[src/piaw_pkg.sv]
// Shared types and constants of the PI regulator with anti-windup.
// Used by the channel interfaces, the controller, the datapath and the top level.
`default_nettype none

package piaw_pkg;

   // Fraction bits of the fixed-point gains and values
   localparam int FRAC_BITS_DEFAULT = 8;

   // Field widths
   localparam int SAMPLE_W   = 18;
   localparam int GAIN_W     = 16;
   localparam int BIAS_W     = 19;
   localparam int ERR_W      = 19;
   localparam int INT_W      = 32;
   localparam int DRIVE_W    = 8;

   // Datapath widths
   localparam int ACC_W      = 64;
   localparam int INNER_W    = 48;
   localparam int MUL_A_W    = GAIN_W + 1;
   localparam int MUL_B_W    = 25;
   localparam int PROD_W     = MUL_A_W + MUL_B_W;
   localparam int INT_HALF_W = INT_W / 2;
   localparam int INNER_LO_W = INNER_W / 2;

   // Configuration port
   localparam int CSR_IDX_W  = 3;
   localparam int CSR_DATA_W = 19;

   typedef enum logic [CSR_IDX_W-1:0] {
      CSR_SETPOINT  = 3'd0,
      CSR_PROP_GAIN = 3'd1,
      CSR_INT_GAIN  = 3'd2,
      CSR_UPPER     = 3'd3,
      CSR_LOWER     = 3'd4,
      CSR_BIAS      = 3'd5
   } csr_index_type;

   typedef enum logic [3:0] {
      ST_IDLE,
      ST_ERR,
      ST_MUL_I_LO,
      ST_MUL_I_HI,
      ST_ADD_I_HI,
      ST_INNER,
      ST_MUL_P_LO,
      ST_MUL_P_HI,
      ST_ADD_P_HI,
      ST_CLAMP
   } ctrl_state_type;

   // Operand fed to the shared multiplier
   typedef enum logic [1:0] {
      MUL_INT_LO,
      MUL_INT_HI,
      MUL_INNER_LO,
      MUL_INNER_HI
   } mul_src_type;

   // Weight of the product added into the accumulator
   typedef enum logic [1:0] {
      ACC_SFT_0,
      ACC_SFT_16,
      ACC_SFT_24
   } acc_sft_type;

   typedef struct packed {
      logic        load_sample;
      logic        update_int;
      logic        mul_en;
      mul_src_type mul_src;
      logic        acc_clr;
      logic        acc_add;
      acc_sft_type acc_sft;
      logic        load_inner;
      logic        load_result;
   } dp_cmd_type;

endpackage

`default_nettype wire

[src/piaw_if.sv]
// Valid/ready channel interfaces for samples and results.
// Depends on piaw_pkg for the field widths.
`default_nettype none

interface piaw_req_if;
   import piaw_pkg::*;

   logic                valid;
   logic                ready;
   logic [SAMPLE_W-1:0] process_sample;

   modport source (output valid, output process_sample, input ready);
   modport sink   (input valid, input process_sample, output ready);
endinterface

interface piaw_rsp_if;
   import piaw_pkg::*;

   logic                valid;
   logic                ready;
   logic [SAMPLE_W-1:0] clamped_output;
   logic [DRIVE_W-1:0]  drive_value;

   modport source (output valid, output clamped_output, output drive_value, input ready);
   modport sink   (input valid, input clamped_output, input drive_value, output ready);
endinterface

`default_nettype wire

[src/piaw_ctrl.sv]
// Sequencer of the PI regulator: walks one sample through the datapath steps
// and owns the handshake flags. Depends on piaw_pkg.
`default_nettype none

module piaw_ctrl (
   input  wire logic                  clock,
   input  wire logic                  reset,
   input  wire logic                  req_valid,
   output logic                       req_ready,
   output logic                       rsp_valid,
   input  wire logic                  rsp_ready,
   output piaw_pkg::dp_cmd_type       cmd
);
   import piaw_pkg::*;

   ctrl_state_type state_ff, state_in;
   logic           rsp_valid_ff, rsp_valid_in;

   // State and result flag registers
   always_ff @(posedge clock) begin
      if (reset) begin
         state_ff     <= ST_IDLE;
         rsp_valid_ff <= 1'b0;
      end else begin
         state_ff     <= state_in;
         rsp_valid_ff <= rsp_valid_in;
      end
   end

   // Next state and datapath commands
   always_comb begin
      state_in     = state_ff;
      rsp_valid_in = rsp_valid_ff && !rsp_ready;
      cmd          = '0;
      cmd.mul_src  = MUL_INT_LO;
      cmd.acc_sft  = ACC_SFT_0;
      req_ready    = 1'b0;
      case (state_ff)
         ST_IDLE: begin
            req_ready = 1'b1;
            if (req_valid) begin
               cmd.load_sample = 1'b1;
               state_in        = ST_ERR;
            end
         end
         ST_ERR: begin
            cmd.update_int = 1'b1;
            cmd.acc_clr    = 1'b1;
            state_in       = ST_MUL_I_LO;
         end
         ST_MUL_I_LO: begin
            cmd.mul_en  = 1'b1;
            cmd.mul_src = MUL_INT_LO;
            state_in    = ST_MUL_I_HI;
         end
         ST_MUL_I_HI: begin
            cmd.mul_en  = 1'b1;
            cmd.mul_src = MUL_INT_HI;
            cmd.acc_add = 1'b1;
            cmd.acc_sft = ACC_SFT_0;
            state_in    = ST_ADD_I_HI;
         end
         ST_ADD_I_HI: begin
            cmd.acc_add = 1'b1;
            cmd.acc_sft = ACC_SFT_16;
            state_in    = ST_INNER;
         end
         ST_INNER: begin
            cmd.load_inner = 1'b1;
            cmd.acc_clr    = 1'b1;
            state_in       = ST_MUL_P_LO;
         end
         ST_MUL_P_LO: begin
            cmd.mul_en  = 1'b1;
            cmd.mul_src = MUL_INNER_LO;
            state_in    = ST_MUL_P_HI;
         end
         ST_MUL_P_HI: begin
            cmd.mul_en  = 1'b1;
            cmd.mul_src = MUL_INNER_HI;
            cmd.acc_add = 1'b1;
            cmd.acc_sft = ACC_SFT_0;
            state_in    = ST_ADD_P_HI;
         end
         ST_ADD_P_HI: begin
            cmd.acc_add = 1'b1;
            cmd.acc_sft = ACC_SFT_24;
            state_in    = ST_CLAMP;
         end
         ST_CLAMP: begin
            // hold until the result register is free
            if (!rsp_valid_ff || rsp_ready) begin
               cmd.load_result = 1'b1;
               rsp_valid_in    = 1'b1;
               state_in        = ST_IDLE;
            end
         end
         default: begin
            state_in = ST_IDLE;
         end
      endcase
   end

   assign rsp_valid = rsp_valid_ff;

endmodule

`default_nettype wire

[src/piaw_dp.sv]
// Datapath of the PI regulator: configuration registers, error and integral,
// shared 17x25 multiplier with a 64-bit accumulator, clamp and result register.
// Depends on piaw_pkg.
`default_nettype none

module piaw_dp #(
   parameter int FRAC_BITS = piaw_pkg::FRAC_BITS_DEFAULT
) (
   input  wire logic                           clock,
   input  wire logic                           reset,
   input  wire piaw_pkg::dp_cmd_type           cmd,
   input  wire logic [piaw_pkg::SAMPLE_W-1:0]  process_sample,
   input  wire logic                           csr_wr_en,
   input  wire logic [piaw_pkg::CSR_IDX_W-1:0] csr_index,
   input  wire logic [piaw_pkg::CSR_DATA_W-1:0] csr_wdata,
   output logic [piaw_pkg::SAMPLE_W-1:0]       clamped_output,
   output logic [piaw_pkg::DRIVE_W-1:0]        drive_value
);
   import piaw_pkg::*;

   localparam int DRIVE_SHIFT = FRAC_BITS + 2;

   // Configuration registers
   logic        [SAMPLE_W-1:0] setpoint_ff;
   logic        [GAIN_W-1:0]   prop_gain_ff;
   logic        [GAIN_W-1:0]   int_gain_ff;
   logic        [SAMPLE_W-1:0] upper_ff;
   logic        [SAMPLE_W-1:0] lower_ff;
   logic signed [BIAS_W-1:0]   bias_ff;

   // Loop state and work registers
   logic        [SAMPLE_W-1:0] sample_ff;
   logic signed [ERR_W-1:0]    err_ff, err_in;
   logic signed [INT_W-1:0]    int_ff, int_in;
   logic        [SAMPLE_W-1:0] prev_ff;
   logic signed [PROD_W-1:0]   prod_ff, prod_in;
   logic signed [ACC_W-1:0]    acc_ff, acc_in;
   logic signed [INNER_W-1:0]  inner_ff, inner_in;
   logic        [SAMPLE_W-1:0] clamped_ff, clamped_in;
   logic        [DRIVE_W-1:0]  drive_ff, drive_in;

   logic signed [INT_W:0]      int_sum;
   logic                       hold_hi, hold_lo;
   logic signed [MUL_A_W-1:0]  mul_a;
   logic signed [MUL_B_W-1:0]  mul_b;
   logic signed [ACC_W-1:0]    prod_ext;
   logic signed [ACC_W-1:0]    acc_scaled;
   logic signed [ACC_W-1:0]    y_val;
   logic signed [ACC_W-1:0]    upper_ext, lower_ext;
   logic        [SAMPLE_W-1:0] drive_full;

   // Configuration writes; unknown indexes are dropped
   always_ff @(posedge clock) begin
      if (reset) begin
         setpoint_ff  <= SAMPLE_W'(0);
         prop_gain_ff <= GAIN_W'(256);
         int_gain_ff  <= GAIN_W'(0);
         upper_ff     <= SAMPLE_W'(261888);
         lower_ff     <= SAMPLE_W'(0);
         bias_ff      <= BIAS_W'(0);
      end else if (csr_wr_en) begin
         case (csr_index)
            CSR_SETPOINT:  setpoint_ff  <= csr_wdata[SAMPLE_W-1:0];
            CSR_PROP_GAIN: prop_gain_ff <= csr_wdata[GAIN_W-1:0];
            CSR_INT_GAIN:  int_gain_ff  <= csr_wdata[GAIN_W-1:0];
            CSR_UPPER:     upper_ff     <= csr_wdata[SAMPLE_W-1:0];
            CSR_LOWER:     lower_ff     <= csr_wdata[SAMPLE_W-1:0];
            CSR_BIAS:      bias_ff      <= $signed(csr_wdata[BIAS_W-1:0]);
            default: begin
            end
         endcase
      end
   end

   // Error and conditional integration on the fresh error of this sample
   always_comb begin
      err_in  = $signed({1'b0, setpoint_ff}) - $signed({1'b0, sample_ff});
      hold_hi = (prev_ff >= upper_ff) && !err_in[ERR_W-1] && (err_in != '0);
      hold_lo = (prev_ff <= lower_ff) && err_in[ERR_W-1];
      int_sum = $signed({int_ff[INT_W-1], int_ff})
              + $signed({{(INT_W+1-ERR_W){err_in[ERR_W-1]}}, err_in});
      int_in  = int_ff;
      if (!hold_hi && !hold_lo) begin
         if (int_sum[INT_W] != int_sum[INT_W-1]) begin
            // saturate at the signed 32-bit range
            int_in = int_sum[INT_W] ? {1'b1, {(INT_W-1){1'b0}}} : {1'b0, {(INT_W-1){1'b1}}};
         end else begin
            int_in = int_sum[INT_W-1:0];
         end
      end
   end

   // Shared multiplier operands
   always_comb begin
      case (cmd.mul_src)
         MUL_INT_LO: begin
            mul_a = $signed({1'b0, int_gain_ff});
            mul_b = $signed({{(MUL_B_W-INT_HALF_W){1'b0}}, int_ff[INT_HALF_W-1:0]});
         end
         MUL_INT_HI: begin
            mul_a = $signed({1'b0, int_gain_ff});
            mul_b = $signed({{(MUL_B_W-INT_HALF_W){int_ff[INT_W-1]}},
                             int_ff[INT_W-1:INT_HALF_W]});
         end
         MUL_INNER_LO: begin
            mul_a = $signed({1'b0, prop_gain_ff});
            mul_b = $signed({{(MUL_B_W-INNER_LO_W){1'b0}}, inner_ff[INNER_LO_W-1:0]});
         end
         MUL_INNER_HI: begin
            mul_a = $signed({1'b0, prop_gain_ff});
            mul_b = $signed({{(MUL_B_W-(INNER_W-INNER_LO_W)){inner_ff[INNER_W-1]}},
                             inner_ff[INNER_W-1:INNER_LO_W]});
         end
         default: begin
            mul_a = '0;
            mul_b = '0;
         end
      endcase
      prod_in = mul_a * mul_b;
   end

   // Weighted accumulate of the registered partial product
   always_comb begin
      prod_ext = $signed({{(ACC_W-PROD_W){prod_ff[PROD_W-1]}}, prod_ff});
      acc_in   = acc_ff;
      if (cmd.acc_clr) begin
         acc_in = '0;
      end else if (cmd.acc_add) begin
         case (cmd.acc_sft)
            ACC_SFT_0:  acc_in = acc_ff + prod_ext;
            ACC_SFT_16: acc_in = acc_ff + (prod_ext <<< INT_HALF_W);
            ACC_SFT_24: acc_in = acc_ff + (prod_ext <<< INNER_LO_W);
            default:    acc_in = acc_ff;
         endcase
      end
   end

   // Inner sum, output with bias and clamp
   always_comb begin
      acc_scaled = acc_ff >>> FRAC_BITS;
      inner_in   = $signed({{(INNER_W-ERR_W){err_ff[ERR_W-1]}}, err_ff})
                 + acc_scaled[INNER_W-1:0];
      y_val      = $signed({{(ACC_W-BIAS_W){bias_ff[BIAS_W-1]}}, bias_ff}) + acc_scaled;
      upper_ext  = $signed({{(ACC_W-SAMPLE_W){1'b0}}, upper_ff});
      lower_ext  = $signed({{(ACC_W-SAMPLE_W){1'b0}}, lower_ff});
      if (y_val > upper_ext) begin
         clamped_in = upper_ff;
      end else if (y_val < lower_ext) begin
         clamped_in = lower_ff;
      end else begin
         clamped_in = y_val[SAMPLE_W-1:0];
      end
      drive_full = clamped_in >> DRIVE_SHIFT;
      drive_in   = drive_full[DRIVE_W-1:0];
   end

   // Loop state: integral and last clamped output
   always_ff @(posedge clock) begin
      if (reset) begin
         int_ff  <= '0;
         prev_ff <= '0;
      end else begin
         if (cmd.update_int) begin
            int_ff <= int_in;
         end
         if (cmd.load_result) begin
            prev_ff <= clamped_in;
         end
      end
   end

   // Work and result registers
   always_ff @(posedge clock) begin
      if (cmd.load_sample) begin
         sample_ff <= process_sample;
      end
      if (cmd.update_int) begin
         err_ff <= err_in;
      end
      if (cmd.mul_en) begin
         prod_ff <= prod_in;
      end
      acc_ff <= acc_in;
      if (cmd.load_inner) begin
         inner_ff <= inner_in;
      end
      if (cmd.load_result) begin
         clamped_ff <= clamped_in;
         drive_ff   <= drive_in;
      end
   end

   assign clamped_output = clamped_ff;
   assign drive_value    = drive_ff;

endmodule

`default_nettype wire

[src/pi_controller_antiwindup_unit.sv]
// PI regulator with conditional-integration anti-windup.
//
// Channels: req_bus carries one measured process_sample per beat; rsp_bus returns
// one beat per sample with clamped_output and drive_value (the clamped value
// shifted right by FRAC_BITS+2). Both use valid/ready; a beat moves on a rising
// edge with valid and ready high. Gains, setpoint, limits and bias go in through
// csr_wr_en/csr_index/csr_wdata; the user must write them only while idle (unchecked).
//
// A sample walks through nine sequencer steps that share one 17x25 multiplier:
// two partial products for the integral term, two for the proportional term,
// then the clamp. A new sample is taken only after the previous one has loaded
// its result and the sequencer is back in idle.
// Reset: synchronous, clears the integral and the previous output, and loads
// the register defaults (Kp = 1.0, upper limit 261888, all else zero).
// Stall: a finished result sits in the output register; the next sample is
// taken meanwhile, and its final step waits until the result is taken.
// Depends on piaw_pkg, piaw_if, piaw_ctrl and piaw_dp.
`default_nettype none

module pi_controller_antiwindup_unit #(
   parameter int FRAC_BITS = piaw_pkg::FRAC_BITS_DEFAULT
) (
   input  wire logic                            clock,
   input  wire logic                            reset,
   piaw_req_if.sink                             req_bus,
   piaw_rsp_if.source                           rsp_bus,
   input  wire logic                            csr_wr_en,
   input  wire logic [piaw_pkg::CSR_IDX_W-1:0]  csr_index,
   input  wire logic [piaw_pkg::CSR_DATA_W-1:0] csr_wdata
);
   import piaw_pkg::*;

   localparam int DRIVE_SHIFT = FRAC_BITS + 2;

   dp_cmd_type          cmd;
   logic                req_ready;
   logic                rsp_valid;
   logic [SAMPLE_W-1:0] clamped_output;
   logic [DRIVE_W-1:0]  drive_value;
   logic [SAMPLE_W-1:0] drive_check;

   piaw_ctrl u_ctrl (
      .clock     (clock),
      .reset     (reset),
      .req_valid (req_bus.valid),
      .req_ready (req_ready),
      .rsp_valid (rsp_valid),
      .rsp_ready (rsp_bus.ready),
      .cmd       (cmd)
   );

   piaw_dp #(
      .FRAC_BITS (FRAC_BITS)
   ) u_dp (
      .clock          (clock),
      .reset          (reset),
      .cmd            (cmd),
      .process_sample (req_bus.process_sample),
      .csr_wr_en      (csr_wr_en),
      .csr_index      (csr_index),
      .csr_wdata      (csr_wdata),
      .clamped_output (clamped_output),
      .drive_value    (drive_value)
   );

   // Drive the channel ports
   assign req_bus.ready          = req_ready;
   assign rsp_bus.valid          = rsp_valid;
   assign rsp_bus.clamped_output = clamped_output;
   assign rsp_bus.drive_value    = drive_value;

   assign drive_check = clamped_output >> DRIVE_SHIFT;

   // A taken sample makes the block busy for the next cycle
   assert property (@(posedge clock) disable iff (reset)
      req_bus.valid && req_bus.ready |=> !req_bus.ready)
      else $error("sample taken while a sample is in progress");

   // With the output register empty, a taken sample's result arrives with no stall
   assert property (@(posedge clock) disable iff (reset)
      req_bus.valid && req_bus.ready && !rsp_bus.valid |-> ##10 rsp_bus.valid)
      else $error("result missing after sample beat");

   // Drive value follows the clamped output
   assert property (@(posedge clock) disable iff (reset)
      rsp_bus.valid |-> rsp_bus.drive_value == drive_check[DRIVE_W-1:0])
      else $error("drive value does not match clamped output");

endmodule

`default_nettype wire

[src/flat_wrapper.sv]
// flat-port wrapper written by rule: the top's interface ports become plain ports
module pi_controller_antiwindup_unit_flat import piaw_pkg::*;
#(
   parameter int FRAC_BITS = piaw_pkg::FRAC_BITS_DEFAULT
)
  (clock, reset, csr_wr_en, csr_index, csr_wdata, req_bus_valid, req_bus_process_sample, req_bus_ready, rsp_bus_valid, rsp_bus_clamped_output, rsp_bus_drive_value, rsp_bus_ready);
  piaw_req_if req_bus_i ();
  piaw_rsp_if rsp_bus_i ();
  input  wire logic clock;
  input  wire logic reset;
  input  wire logic csr_wr_en;
  input  wire logic [piaw_pkg::CSR_IDX_W-1:0] csr_index;
  input  wire logic [piaw_pkg::CSR_DATA_W-1:0] csr_wdata;
  input wire logic [$bits(req_bus_i.valid)-1:0] req_bus_valid;
  input wire logic [$bits(req_bus_i.process_sample)-1:0] req_bus_process_sample;
  output wire logic [$bits(req_bus_i.ready)-1:0] req_bus_ready;
  output wire logic [$bits(rsp_bus_i.valid)-1:0] rsp_bus_valid;
  output wire logic [$bits(rsp_bus_i.clamped_output)-1:0] rsp_bus_clamped_output;
  output wire logic [$bits(rsp_bus_i.drive_value)-1:0] rsp_bus_drive_value;
  input wire logic [$bits(rsp_bus_i.ready)-1:0] rsp_bus_ready;
  assign req_bus_i.valid = req_bus_valid;
  assign req_bus_i.process_sample = req_bus_process_sample;
  assign req_bus_ready = req_bus_i.ready;
  assign rsp_bus_valid = rsp_bus_i.valid;
  assign rsp_bus_clamped_output = rsp_bus_i.clamped_output;
  assign rsp_bus_drive_value = rsp_bus_i.drive_value;
  assign rsp_bus_i.ready = rsp_bus_ready;
  pi_controller_antiwindup_unit #(.FRAC_BITS(FRAC_BITS)) u_core (.clock(clock), .reset(reset), .req_bus(req_bus_i), .rsp_bus(rsp_bus_i), .csr_wr_en(csr_wr_en), .csr_index(csr_index), .csr_wdata(csr_wdata));
endmodule
[config.mk]
export PLATFORM = sky130hd
export DESIGN_NAME = pi_controller_antiwindup_unit_flat
export DESIGN_NICKNAME = d
export VERILOG_FILES = /design/src/piaw_pkg.sv /design/src/piaw_if.sv /design/src/piaw_ctrl.sv /design/src/piaw_dp.sv /design/src/pi_controller_antiwindup_unit.sv /design/src/flat_wrapper.sv
export SDC_FILE = /design/constraint.sdc
export NUM_CORES = 2
export LEC_CHECK = 0
export BUFFER_PORTS_ARGS = -buffer_cell sky130_fd_sc_hd__buf_2
export CORE_MARGIN = 10
export CORE_UTILIZATION = 71
export DETAILED_ROUTE_END_ITERATION = 8
export PLACE_DENSITY_LB_ADDON = 0.08
export SYNTH_ARGS = -nofsm -noshare
export SYNTH_HDL_FRONTEND = slang
export SYNTH_HIERARCHICAL = 1
export SYNTH_SLANG_ARGS = --single-unit
[constraint.sdc]
create_clock -name clock -period 23.3 [get_ports clock]
set_clock_uncertainty 0.1 [all_clocks]
set_input_delay 2.33 -clock clock [delete_from_list [all_inputs] [get_ports clock]]
set_output_delay 2.33 -clock clock [all_outputs]
set_load 0.05 [all_outputs]
; Yosys cells after proc, flatten, opt, wreduce, memory -nomap -nowiden
; Cells that the tools add are included.
[op_classes]
n_addsub = 7
n_lt_le_gt_ge = 4
n_reduce_logical = 30
n_mux = 22
n_eq_ne = 22
n_mul = 1
[ops]
columns = cell, count
row1 = 64-bit case mux with 3 select lines, 1
row2 = 25-bit case mux with 4 select lines, 1
row3 = 64-bit by 42-bit adder with 64-bit output, 1
row4 = 64-bit by 58-bit adder with 64-bit output, 1
row5 = 64-bit adder, 1
row6 = 32-bit 2-to-1 mux, 2
row7 = 19-bit by 56-bit adder with 57-bit output, 1
row8 = 57-bit by 19-bit > comparator with 1-bit output, 1
row9 = 57-bit by 19-bit less-than comparator with 1-bit output, 1
row10 = 48-bit adder, 1
row11 = 17-bit by 25-bit multiplier with 42-bit output, 1
row12 = 4-bit case mux with 10 select lines, 1
row13 = 18-bit 2-to-1 mux, 2
row14 = 17-bit case mux with 2 select lines, 1
row15 = 32-bit by 19-bit adder with 33-bit output, 1
row16 = 19-bit nonzero test, 1
row17 = 18-bit by 18-bit subtractor with 19-bit output, 1
row18 = 18-bit >= comparator, 1
row19 = 18-bit less-or-equal comparator, 1
row20 = 2-bit AND reduction, 9
row21 = 4-bit by 3-bit == test with 1-bit output (second input constant), 4
row22 = 3-bit case mux with 4 select lines, 1
row23 = 1-bit 2-to-1 mux, 10
row24 = 3-bit case mux with 3 select lines, 1
row25 = 19 further kinds, 40
[word_totals]
out_inout_bits = 28
wordCells = 103
reg_bits = 377

; Longest topological paths before layout
[depth]
word_depth = 7
depth_mapped = 36
depth_no_buf = 32

; Modules after synthesis
; Netlist, hierarchy kept.
[by_module_without_submodules]
columns = mod, seq_area_each_um2, cells_each, n_inst, area_each_um2
row1 = piaw_dp, 8738.4, 5495, 1, 46067.9
row2 = piaw_ctrl, 100.1, 43, 1, 340.3

; Worst setup path before layout
; No wires, ideal clock.
[synth_path]
kind = register to register
startpoint = register u_core.u_ctrl.state_ff[1]
endpoint = register u_core.u_dp.prod_ff[41] (data pin)
t_required_ps = 22941
path_stages_with_launch = 36
arrival_ps = 10818
setup_ps = 259
path_slack_ps = 12122
path_cell_list = dfxtp_1 clkbuf_1 nor2b_1 and2_1 clkbuf_1 buf_1 clkbuf_1 mux2i_1 nand2_1 o21ai_1 nor2_1 fa_1 inv_1 fa_1 inv_1 fa_1 fa_1 fa_1 inv_1 fa_1 inv_1 ha_1 a21o_1 a21o_1 a21o_1 a21o_1 a21o_1 a21oi_1 a31oi_1 o21ai_0 o31ai_1 nor4b_1 a211oi_1 a211oi_1 a21oi_1 xnor2_1
[synth_lines]
columns = item, line_no
row1 = "start, declared", piaw_ctrl.sv:16  ; ctrl_state_type state_ff, state_in;
row2 = "start signal, assigned", piaw_ctrl.sv:25  ; state_ff <= state_in;
row3 = "end signal, assigned", piaw_dp.sv:181  ; prod_ff <= prod_in;
row4 = "end, declared", piaw_dp.sv:36  ; logic signed [PROD_W-1:0] prod_ff, prod_in;

==> key figures <==
Logic synthesis
  • Area contributors post-synth: fa_1 17%, ha_1 13%, dfxtp_1 9.7%
  • Simple-Gate Fraction of Synth Area: 0.1617
  • Synth Area per Inst: 8.380 um2
  • Largest family of logic cells by synthesized area: adder cells
  • Synth area leader: fa_1
  • Yosys warnings: 6
  • Synthesized area: 46410 um2
  • Compound-Gate Fraction of Synth Area: 0.1954
  • Adder-cell share of the synthesized area: 0.3031
  • Number of flops mapped to enable cells by yosys: 145
  • FF+latch count, synth: 369
  • Post-synth ARST share: 0
  • Sequential-to-total area share from yosys stat: 0.1905
  • Yosys top cell area share: 0.1717
  • Multiplexer share of the synthesized area: 0.02122
  • Ys flop type: dfxtp_1
  • Synth Area in XOR/XNOR: 0.05454
  • Mapped Nets: 6454
  • Synth cell types: 102
  • Cell count after synthesis: 5538

Clocking
  • CTS root buf: clkbuf_16
  • Hold buffers post-CTS: 0
  • CTS max path bufs: 3
  • Post-CTS repair timing setup buffer count: 0
  • CTS tree: done
  • H-tree depth: 2
  • Clock Pin Slew Worst Setup and Hold Paths: 0.06 ns
  • CTS-repair resized insts: 0
  • TritonCTS Buffers: 43
  • # clock sinks: 369
  • Clk Latency, worst-skew pair: 0.60 ns

Timing
  • Rel. slew slack: 0.1867
  • RSZ-0062 raised after global routing: no
  • Slew of the pin with the lowest slew margin: 1.216 ns
  • Fin. max-slew vios: 0
  • Final hold vios: 0
  • Setup_tns: 0 ns
  • Period minus WS final: 10.59 ns
  • Fmax: 94.47 MHz
  • Tcrit/Tclk final: 0.4543
  • Final Setup Violations: 0

Drt
  • Final ANT Viol Nets: 0
  • DR WL/cell: 22.38 um
  • First-pass detailed-route iteration total: 8
  • Via count: 41.60k
  • Remaining DRCs: 0
  • Routed WL: 142.3 mm
  • Routed vias/inst: 6.543
  • DR iter-0 viols: 4507

Layout
  • Post-layout nets: 6385
  • Final Util: 0.7544
  • Fill cell count: 4854
  • Area Growth Syn to Fin: 4.974%
  • Share of cells above drive strength 1: 0.05143
  • Total inserted antenna cells: 0

Critical path
  • Critical Path RT: 23.50 ns
  • Slowest cell on crit path: buf_4
  • Reg-to-reg slack, setup: 12.71 ns
  • CP arrival: 10.78 ns
  • Worst Path Max Fanout: 63
  • Crit path launch type: flop
  • Critical path endpoint category: flop
  • Most used cell, CP: fa_1
  • CP Class: reg -> reg
  • Largest stage delay on the critical path: 0.70 ns

Place
  • Routability congestion estimate: 0.9843
  • Final HPWL from detailed placement: 110.1 mm
  • IO Port Bufs: 72

Pwr
  • Switch share: 0.4527
  • P_int: 1.986 mW
  • Logic pwr share: 0.547
  • VDD IR max: 0.1194 mV
  • Sequential share of power: 0.255
  • Clock share of power: 0.197
  • Static Leak: 22.33 nW
  • Net Sw Power: 1.643 mW
  • Cell Pwr Density: 74.49 nW/um2

Global routing
  • Largest net degree at the start of global routing: 78
  • GRT met3 Usage: 0.09035
  • Initial antenna violation count: 3
  • Gr usage total: 0.3725
  • Gr busiest metal: met2
  • Grt total ovfl: 0
  • Vias in the first global route: 40.80k
  • Met1 Use GR: 0.4799
  • Met2 usage: 0.5878
  • First-pass GRT wire length: 223.7 mm

Die
  • DIE AREA: 75990 um2
  • IO Pins: 73
  • Initial core utilization: 0.7186
  • Row cnt: 93
  • Die Span Y: 275.7 um
  • Die width: 275.7 um
  • Floorplan Core Area: 64580 um2

Run
  • Max-Cap Viols: 0

Run status
  • Outcome: complete, no violations

Hold path
  • Tightest Hold Check Type: reg -> reg
## cells by family (layout without fill, tap and decap cells)
kind of cell             Yosys count  count (layout)
AO/OA/AOI/OAI                   1388            1388
XOR/XNOR                         289             289
adder cells (fa/ha/maj)          889             889
buffers and inverters            883             848
flip-flops                       369             369
multiplexers                      86              86
AND/OR/NAND/NOR                 1634            1634
## power by group through the flow
stage / sequential [mW] / combinational (mW) / clock [mW]
3_5_place_dp: 0.929 / 1.91 / 0
5_1_grt: 0.926 / 2.17 / 0.744
2_1_floorplan: 0.846 / 1.50 / 0
3_3_place_gp: 0.928 / 1.89 / 0
4_1_cts: 0.916 / 1.94 / 0.720
6_report: 0.926 / 1.99 / 0.716
## stage by stage
step | std cells | power [mW] | worst slack [ns] | cell area (um2) | hold WS [ns]
finish | 6358 | 3.629 | 12.71 | 48720 | 0.3555
global route | 6358 | 3.841 | 12.01 | 48720 | 0.3746
CTS | 6358 | 3.574 | 12.77 | 48720 | 0.3555
detailed placement | 6279 | 2.841 | 12.83 | 47260 | 0.3473
global placement | 6279 | 2.820 | 13.00 | 47260 | 0.3433
floorplan | 5538 | 2.345 | 12.12 | 46410 | 0.3329
## per-layer routing
layer / wire (um) / share of wire
met5: 9 / 0.000063
met4: 7321 / 0.051
met3: 15940 / 0.11
met2: 63010 / 0.44
met1: 56020 / 0.39
## worst max-delay path: cells and delay by family (launching register included)
kind,cells,cell delay [ns]
adders and majority gates,7,3.50
muxes,1,0.43
xor gates and xnor gates,1,0.15
AOI/OAI and AO/OA,13,3.12
DFF,1,0.62
and+or+nand+nor,4,0.90
buffers and inverters,6,1.38
## sequential cells by signal, summed over array words and instances, names as in the netlist
signal / count
u_core/u_ctrl/state_ff: 4
u_core/u_dp/sample_ff: 18
u_core/u_dp/inner_ff: 48
u_core/u_dp/int_gain_ff: 16
u_core/u_dp/upper_ff: 18
u_core/u_dp/err_ff: 19
u_core/u_dp/bias_ff: 19
u_core/u_dp/clamped_output: 18
u_core/u_ctrl/rsp_valid: 1
u_core/u_dp/prev_ff: 18
u_core/u_dp/prop_gain_ff: 16
u_core/u_dp/prod_ff: 42
u_core/u_dp/int_ff: 32
u_core/u_dp/setpoint_ff: 18
u_core/u_dp/lower_ff: 18
u_core/u_dp/acc_ff: 64
## cell usage in the layout (no fill, tap or decap), types with 36 or more instances in the layout
master       n
nand2_1    683
inv_1      663
ha_1       472
a21oi_1    467
fa_1       398
nor2_1     383
dfxtp_1    224
xnor2_1    200
o21ai_0    181
a21o_1     168
edfxtp_1   145
nor2b_1     89
nand3_1     88
xor2_1      88
buf_2       71
nand2b_1    66
nand4_1     66
a211oi_1    65
nor3_1      63
o21a_1      55
o21ai_1     49
o211ai_1    45
clkbuf_16   43
o21bai_1    43
and3_1      39
mux2i_1     36
## cell usage after synthesis (all sizes together), types with 12 or more instances
| library cell | n |
|---|---|
| mux2i | 41 |
| clkbuf | 180 |
| buf | 38 |
| a22oi | 25 |
| and3 | 39 |
| o21ai | 230 |
| a2111oi | 18 |
| nand2b | 66 |
| and2 | 33 |
| o221a | 16 |
| nor2 | 386 |
| o21bai | 44 |
| a211oi | 81 |
| mux2 | 39 |
| nor4 | 19 |
| nand2 | 683 |
| inv | 664 |
| maj3 | 18 |
| nand4 | 66 |
| a221oi | 30 |
| o31ai | 24 |
| a21o | 168 |
| a31oi | 34 |
| dfxtp | 224 |
| a21oi | 469 |
| nor2b | 91 |
| a21boi | 18 |
| o211ai | 45 |
| xnor2 | 200 |
| a221o | 12 |
| ha | 473 |
| nor3 | 64 |
| o21a | 55 |
| edfxtp | 145 |
| o311ai | 16 |
| nand3 | 88 |
| fa | 398 |
| or3 | 25 |
| xor2 | 89 |
| or2 | 18 |
## worst paths after layout
path	end	from	cells after the start
max	u_core/u_dp/prod_ff[41]	u_core/u_ctrl/state_ff[1]	32
min	u_core/u_dp/prop_gain_ff[1]	u_core/u_dp/prop_gain_ff[1]	2
max reg2reg	u_core/u_dp/prod_ff[41]	u_core/u_ctrl/state_ff[1]	32
min reg2reg	u_core/u_dp/prop_gain_ff[1]	u_core/u_dp/prop_gain_ff[1]	2
## layout make-up
cell class / instances / area [um2] / share of cell area
clock buffers: 53 / 1129 / 0.02317
clock inverters: 26 / 325.3 / 0.006678
inverters: 665 / 2496 / 0.05124
multi-input cells: 4286 / 34260 / 0.7032
flip-flops and latches: 369 / 8838 / 0.1814
well taps: 855 / 1070 / 0.02196
repair buffers: 104 / 603.1 / 0.01238
(Power assumes the default switching activity.)
